### config.mk
export PLATFORM = sky130hd
export DESIGN_NAME = suv_texel
export DESIGN_NICKNAME = d
export VERILOG_FILES = /design/src/hw/rtl/suv_pkg.sv /design/src/hw/rtl/suv_texel.sv
export SDC_FILE = /design/constraint.sdc
export NUM_CORES = 2
export LEC_CHECK = 0
export BUFFER_PORTS_ARGS = -buffer_cell sky130_fd_sc_hd__buf_4
export CAP_MARGIN = 20
export CORE_ASPECT_RATIO = 1.5
export CORE_MARGIN = 2
export CORE_UTILIZATION = 40
export DETAILED_ROUTE_END_ITERATION = 8
export MAX_ROUTING_LAYER = met4
export PLACE_DENSITY = 0.55
export SYNTH_ARGS = -nofsm -noshare
export SYNTH_HDL_FRONTEND = slang
export SYNTH_SLANG_ARGS = --single-unit
### constraint.sdc
create_clock -name clock -period 10.2 [get_ports clock]
set_input_delay 1.02 -clock clock [delete_from_list [all_inputs] [get_ports clock]]
set_output_delay 1.02 -clock clock [all_outputs]
set_load 0.02 [all_outputs]
### src/hw/rtl/suv_pkg.sv
// shared constants, types and angle table for the spherical texel address unit
package suv_pkg;

   // datapath width of the cordic vectors (q16.16 offset with 16 guard bits and growth)
   localparam int CORD_W = 54;
   // angle width, units of 2^-32 turn
   localparam int ANG_W = 32;
   // largest number of cordic iterations the angle table covers
   localparam int MAX_ITER = 24;

   localparam logic [ANG_W-1:0] HALF_TURN = 32'h8000_0000;
   localparam logic [ANG_W-1:0] THREE_QUARTER_TURN = 32'hC000_0000;
   // cordic gain limit in q30
   localparam logic [30:0] GAIN_Q30 = 31'd1768195363;

   // configuration register indexes
   localparam logic [1:0] CSR_TEX_WIDTH = 2'd0;
   localparam logic [1:0] CSR_TEX_HEIGHT = 2'd1;
   localparam logic [1:0] CSR_ROW_STRIDE = 2'd2;
   localparam logic [1:0] CSR_BYTES_PER_PIXEL = 2'd3;

   // configuration values seen by the address stages
   typedef struct packed {
      logic [12:0] tex_width;
      logic [12:0] tex_height;
      logic [14:0] row_stride_bytes;
      logic [2:0]  bytes_per_pixel;
   } cfg_type;

   // atan(2^-i) in 2^-32 turn
   function automatic logic [ANG_W-1:0] atan_turn(input int idx);
      logic [ANG_W-1:0] val;
      case (idx)
         0:       val = 32'd536870912;
         1:       val = 32'd316933406;
         2:       val = 32'd167458907;
         3:       val = 32'd85004756;
         4:       val = 32'd42667331;
         5:       val = 32'd21354465;
         6:       val = 32'd10679838;
         7:       val = 32'd5340245;
         8:       val = 32'd2670163;
         9:       val = 32'd1335087;
         10:      val = 32'd667544;
         11:      val = 32'd333772;
         12:      val = 32'd166886;
         13:      val = 32'd83443;
         14:      val = 32'd41722;
         15:      val = 32'd20861;
         16:      val = 32'd10430;
         17:      val = 32'd5215;
         18:      val = 32'd2608;
         19:      val = 32'd1304;
         20:      val = 32'd652;
         21:      val = 32'd326;
         22:      val = 32'd163;
         23:      val = 32'd81;
         default: val = '0;
      endcase
      return val;
   endfunction

endpackage

### src/hw/rtl/suv_texel.sv
// angle to fraction, texel index and byte offset stages
module suv_texel #(
   parameter int MAX_TEX_DIM = 4096
) (
   input  logic                         clock,
   input  logic                         reset,
   input  logic                         in_valid,
   output logic                         in_ready,
   input  logic [suv_pkg::ANG_W-1:0]    phi,
   input  logic [suv_pkg::ANG_W-1:0]    theta,
   input  logic                         degen,
   input  suv_pkg::cfg_type             cfg,
   output logic                         out_valid,
   input  logic                         out_ready,
   output logic [87:0]                  out_data
);

   logic [2:0]  valid_ff;
   logic [3:0]  load;
   logic [31:0] theta_c;
   logic [15:0] u_in;
   logic [15:0] v_in;
   logic [12:0] w_sat;
   logic [12:0] h_sat;
   logic [28:0] col_prod;
   logic [28:0] row_prod;
   logic [15:0] u1_ff, v1_ff, u2_ff, v2_ff, u3_ff, v3_ff;
   logic [11:0] col1_ff, row1_ff, col2_ff, row2_ff, col3_ff, row3_ff;
   logic        dg1_ff, dg2_ff, dg3_ff;
   logic [26:0] row_off_ff;
   logic [17:0] col_off_ff;
   logic [25:0] off_ff;

   assign load[3] = out_ready;
   assign load[2] = !valid_ff[2] || load[3];
   assign load[1] = !valid_ff[1] || load[2];
   assign load[0] = !valid_ff[0] || load[1];

   // clamp theta into [0, half turn], form fractions and texel indexes
   always_comb begin
      if (theta >= suv_pkg::THREE_QUARTER_TURN) begin
         theta_c = '0;
      end else if (theta > suv_pkg::HALF_TURN) begin
         theta_c = suv_pkg::HALF_TURN;
      end else begin
         theta_c = theta;
      end
      u_in  = 16'((phi + suv_pkg::HALF_TURN) >> 16);
      v_in  = theta_c[30:15];
      w_sat = (33'(cfg.tex_width) > 33'(MAX_TEX_DIM)) ? 13'(MAX_TEX_DIM) : cfg.tex_width;
      h_sat = (33'(cfg.tex_height) > 33'(MAX_TEX_DIM)) ? 13'(MAX_TEX_DIM) : cfg.tex_height;
      col_prod = 29'(u_in) * 29'(w_sat);
      row_prod = 29'(v_in) * 29'(h_sat);
   end

   always_ff @(posedge clock) begin
      if (reset) begin
         valid_ff <= '0;
      end else begin
         if (load[0]) valid_ff[0] <= in_valid;
         if (load[1]) valid_ff[1] <= valid_ff[0];
         if (load[2]) valid_ff[2] <= valid_ff[1];
      end
   end

   // index stage, then offset products, then the sum
   always_ff @(posedge clock) begin
      if (load[0]) begin
         u1_ff   <= u_in;
         v1_ff   <= v_in;
         col1_ff <= col_prod[27:16];
         row1_ff <= row_prod[27:16];
         dg1_ff  <= degen;
      end
      if (load[1]) begin
         u2_ff      <= u1_ff;
         v2_ff      <= v1_ff;
         col2_ff    <= col1_ff;
         row2_ff    <= row1_ff;
         dg2_ff     <= dg1_ff;
         row_off_ff <= 27'(row1_ff) * 27'(cfg.row_stride_bytes);
         col_off_ff <= 18'(col1_ff) * 18'(cfg.bytes_per_pixel);
      end
      if (load[2]) begin
         u3_ff   <= dg2_ff ? '0 : u2_ff;
         v3_ff   <= dg2_ff ? '0 : v2_ff;
         col3_ff <= dg2_ff ? '0 : col2_ff;
         row3_ff <= dg2_ff ? '0 : row2_ff;
         dg3_ff  <= dg2_ff;
         off_ff  <= dg2_ff ? '0 : 26'(row_off_ff + 27'(col_off_ff));
      end
   end

   assign in_ready  = load[0];
   assign out_valid = valid_ff[2];
   assign out_data  = {5'b0, dg3_ff, off_ff, row3_ff, col3_ff, v3_ff, u3_ff};

endmodule

# Yosys cells after proc, flatten, opt, wreduce, memory -nomap -nowiden
# Index checks and enable logic that the tools add are counted.
totals:
  ff_bits: 241
  inputBits: 113
  out_inout_bits: 90
  elab_cells: 41
classes:
  n_lt_le_gt_ge: 4
  reduce_logical: 6
  add_sub_neg: 2
  multipliers: 4
  muxes: 4
ops:
  columns: ["operator", "count"]
  rows:
  - ["$mux W31", 2]
  - ["$mul A16 B13 Y28", 2]
  - ["$add A32 B32 Y32 const B", 1]
  - ["$ge A32 B32 Y1 const B", 1]
  - ["$gt A32 B32 Y1 const B", 1]
  - ["$add A26 B15 Y26", 1]
  - ["$gt A13 B13 Y1 const B", 2]
  - ["$mul A12 B15 Y26", 1]
  - ["$mux W13", 2]
  - ["$mul A12 B3 Y15", 1]
  - ["$logic_not A1 Y1", 3]
  - ["$logic_or A1 B1 Y1", 3]

# Logic depth before layout (Yosys ltp)
logic_depth:
  word_depth: 4
  ltp_mapped: 26
  depth_no_buf: 25

# Worst setup path before layout
# No wires, ideal clock.
synth_path:
  kind: "input to register"
  start: "in theta[7] in the netlist's numbering"
  end: "reg row1_ff[11], data pin"
  required_time_ps: 9940
  arrival_ps: 6783
  slack_ps: 3157
  path_buffers: 1
  cell_stages: 25
  setup_time_ps: 260
  cell_sequence: "nor4_1 -> nand4_1 -> o21ai_1 -> clkbuf_1 -> nand2_1 -> clkinv_1 -> nand2_1 -> fa_1 -> fa_1 -> inv_1 -> fa_1 -> fa_1 -> inv_1 -> fa_1 -> inv_1 -> ha_1 -> and4_1 -> nand2_1 -> nor4_1 -> o21ai_1 -> a211oi_1 -> a41oi_1 -> o31ai_1 -> a21oi_1 -> xnor2_1"
synth_via:
  elab_chain_len: 4
  word_cells_on_any_way: 5
  cone_classes: "mul: 1; order compare: 2; mux: 2"
synth_lines:
  columns: ["item", "line_no", "source"]
  rows:
  - ["from (decl)", "suv_texel.sv:10", "input logic [suv_pkg::ANG_W-1:0] theta,"]
  - ["$gt A32 B32 Y1", "suv_texel.sv:43", "end else if (theta > suv_pkg::HALF_TURN) begin"]
  - ["$mux W31", "suv_texel.sv:43", null]
  - ["$mux W31 *", "suv_texel.sv:41", "if (theta >= suv_pkg::THREE_QUARTER_TURN) begin"]
  - ["named net theta_c[20]", "suv_texel.sv:20", "logic [31:0] theta_c;"]
  - ["$mul A16 B13 Y28 *", "suv_texel.sv:53", "row_prod = 29'(v_in) * 29'(h_sat);"]
  - ["named net row_prod[27]", "suv_texel.sv:26", "logic [28:0] row_prod;"]
  - ["to (signal assigned)", "suv_texel.sv:72", "row1_ff <= row_prod[27:16];"]
  - ["to (decl)", "suv_texel.sv:28", "logic [11:0] col1_ff, row1_ff, col2_ff, row2_ff, col3_ff, row3_ff;"]
# Mark *: on every way through the listed nets, which the timed path passes. The rest lies on a longest branch.
# A chain may end at the register's enable or synchronous reset.

# Final worst setup path
# Same ends and word-level chain as after synthesis.

==> key figures <==
Status
  • Status: completed

Drt
  • Vias: between 15000 and 20000
  • DRT Pass-1 Iters: 5
  • Initial drt markers: 919
  • Via density per instance: 4.960
  • ANT nets after route: 0
  • Drt total wl: 69020 um
  • DRC viols: 0
  • WL per Instance: 17.99 um

Critical path
  • Reg2reg start: row1_ff[3]
  • Kind of critical path: in -> reg
  • Origin of the worst setup path: theta[7]
  • Startpoint types: input pin
  • Crit end category: flip-flop
  • Worst EP arrival: 7780 ps
  • Worst Path Required: 10490 ps
  • Crit path max fanout: 24
  • CP endpoint: row1_ff[11]
  • Worst R2R Path Depth: 18
  • R2R setup slack: between 3000 and 4000 ps
  • FF-to-FF End: row_off_ff[24]

Logic synthesis
  • Synth async-reset ratio: 0%
  • Number of synthesized flops with an enable pin: 238
  • Predominant post-synthesis flop cell: edfxtp_1
  • Yosys warning total: 0
  • Post-synthesis cell area: 0.02776 mm2
  • Post-Syn Instances: 2780
  • Register bit total from synthesis: approximately 240
  • Synth unique cells: 68
  • Syn avg cell area: ~10 um2
  • Seq/Total Area, Yosys: 25.96%

Pwr
  • Clk pwr share: 10.3%
  • P per Cell Area: 317.4 mW/mm2
  • Switching pwr: 4667 uW
  • Sequential power share: 19.6%
  • Max VDD drop: 619.1 uV
  • P_leak: 0.01498 uW
  • Sw frac: 47.50%
  • Internal Power: 5160 uW
  • Logic pwr share: 70.1%

Layout
  • Diodes inserted: 0
  • Most frequent cells in the layout: inv_1 (569), fa_1 (445), nand2_1 (436)
  • Layout Nets: 3700
  • Commonest non-fill, non-tap cell in the layout: inv_1
  • Multi-input logic area: 0.01799 mm2
  • Number of fill cells: about 6700
  • FF/Latch Area: 0.007207 mm2
  • Core Util, Final: 45.00%
  • Area grow syn2layout: 11.54%
  • Share of cells above drive strength 1: 9.264%

CTS
  • Setup bufs post-CTS: 0
  • Worst skew pair latency: approximately 570 ps
  • Root Buffer: clkbuf_16
  • H-tree levels: 1
  • Num CTS Buffers: 26
  • CTS Hold Bufs: 0
  • CTS resizes: 0
  • Clk buf depth: 3
  • CTS tree: yes
  • CTS clk-pin slew, worst paths: 60 ps
  • Clock sink count: 241

Floorplan
  • Starting Density: 40.35%
  • IO Pins: 203
  • DIE AREA: 0.07157 mm2
  • Die width: 219.1 um
  • Core Area: 0.06880 mm2
  • FP Rows: around 120
  • Die Ht: 326.6 um

Placed design
  • Post-DP HPWL: 54740 um
  • PortBufs: 181
  • GP Congestion: 0.9019

Global route
  • Largest net degree at the start of global routing: 79
  • GRT Overall Usage: 20.75%
  • Vias in the first global route: ~21000
  • Initial antenna violation count: 0
  • First-pass GRT wire length: 112100 um
  • GRT overflow: 0

STA
  • RSZ-0062 raised after global routing: no
  • Final Hold Fails: 0
  • Total Neg Setup Slack: 0 ps
  • Slew HR: 36.43%
  • Final setup vio count: 0
  • FMAX: 133.5 MHz
  • Period utilization: about three quarters
  • Worst-Margin Slew: 951.5 ps
  • Clk_skew: 21.21 ps
  • Min Tclk post-route: 7490 ps
  • Max-slew violations: 0

Flow run
  • Max_cap viols: 0

Min path
  • Worst min path class: reg -> reg
## layer usage
layer | global-route usage (%) | share of wire (%) | vias up
li1 | - | - | 8813
met5 | - | 0 | -
met4 | 6.066 | 2.9 | 0
met2 | 37.96 | 54 | 457
met1 | 24.26 | 39 | 9644
met3 | 1.406 | 3.6 | 114
## cell type report
type / instances / area share [%]
well taps: 900 / 3.637
multi-input cells: 1861 / 58.09
flip-flops and latches: 241 / 23.28
repair buffers: 204 / 5.011
clock inverters: 20 / 0.7840
inverters: 583 / 7.084
clock buffers: 27 / 2.113
## cell families (layout without fill, tap and decap cells)
logic type / count (synthesis) / after routing / synth area share, %
AOI/OAI and AO/OA: 173 / 173 / 4.282
muxes: 3 / 3 / 0.1082
and+or+nand+nor: 946 / 946 / 16.07
xor gates and xnor gates: 64 / 64 / 2.019
DFF: 241 / 241 / 25.96
adders and majority gates: 670 / 670 / 42.23
other: 1 / 5 / 0.01351
buffers and inverters: 682 / 834 / 9.312
## Yosys cell counts, drive strengths merged, types with 20 or more instances
master,n,area share (%)
a21oi,47,0.87
and2,149,3.4
and3,20,0.45
clkbuf,90,1.2
edfxtp,238,26
fa,445,32
ha,225,10
inv,571,7.7
nand2,437,5.9
nand2b,25,0.56
nor2,146,2.0
nor2b,95,2.1
o21ai,36,0.69
xnor2,49,1.5
## per-stage QoR
stage	instance area, um2	power, uW	setup slack [ps]	hold WS [ps]	instances
after floorplan	27770	6784	3157	400.3	2784
after global placement	30040	8847	2154	401.9	3788
after detailed placement	30040	8948	2070	404.5	3788
after CTS	30930	10030	2652	419.5	3835
after global routing	30960	10910	2223	426.8	3836
final	30960	9827	2710	418.6	3836
## registers in the layout, summed over array words and instances (netlist names), 3 cells and up
register    flops
off_ff         26
row_off_ff     26
u1_ff          16
u2_ff          16
u3_ff          16
v1_ff          16
v2_ff          16
v3_ff          16
col_off_ff     15
col1_ff        12
col2_ff        12
col3_ff        12
row1_ff        12
row2_ff        12
row3_ff        12
valid_ff        3
## critical path, cell delays in order
cell and delay, ps:
buf_4 110, nor4_1 420, nand4_1 160, o21ai_1 150, buf_4 240, nand2_1 230, inv_1 330, nand2_1 130
fa_1 450, fa_1 430, inv_1 80, fa_1 430, fa_1 550, inv_1 50, fa_1 490, inv_1 50
ha_1 310, and4_1 210, nand2_1 50, nor4_1 280, o21ai_1 280, a211oi_1 480, a41oi_1 220, o31ai_1 360
a21oi_1 130, xnor2_1 140
## worst min-delay path by stage
stage               slack [ps]       end  cells after the start  startpoint
floorplan                  400    dg2_ff                      0      dg1_ff
detailed placement         400  v2_ff[7]                      0    v1_ff[7]
CTS                        420  v2_ff[7]                      0    v1_ff[7]
finish                     420  v2_ff[9]                      0    v1_ff[9]
global placement           400  u2_ff[2]                      0    u1_ff[2]
global route               430  u2_ff[6]                      0    u1_ff[6]
## power by group through the flow
stage	clock network, uW	logic, uW	registers, uW
3_3_place_gp	0	6900	1950
4_1_cts	1040	7050	1930
6_report	1010	6890	1930
2_1_floorplan	0	4900	1880
5_1_grt	1070	7880	1960
3_5_place_dp	0	6990	1950
Power figures use the tool's default switching activity.
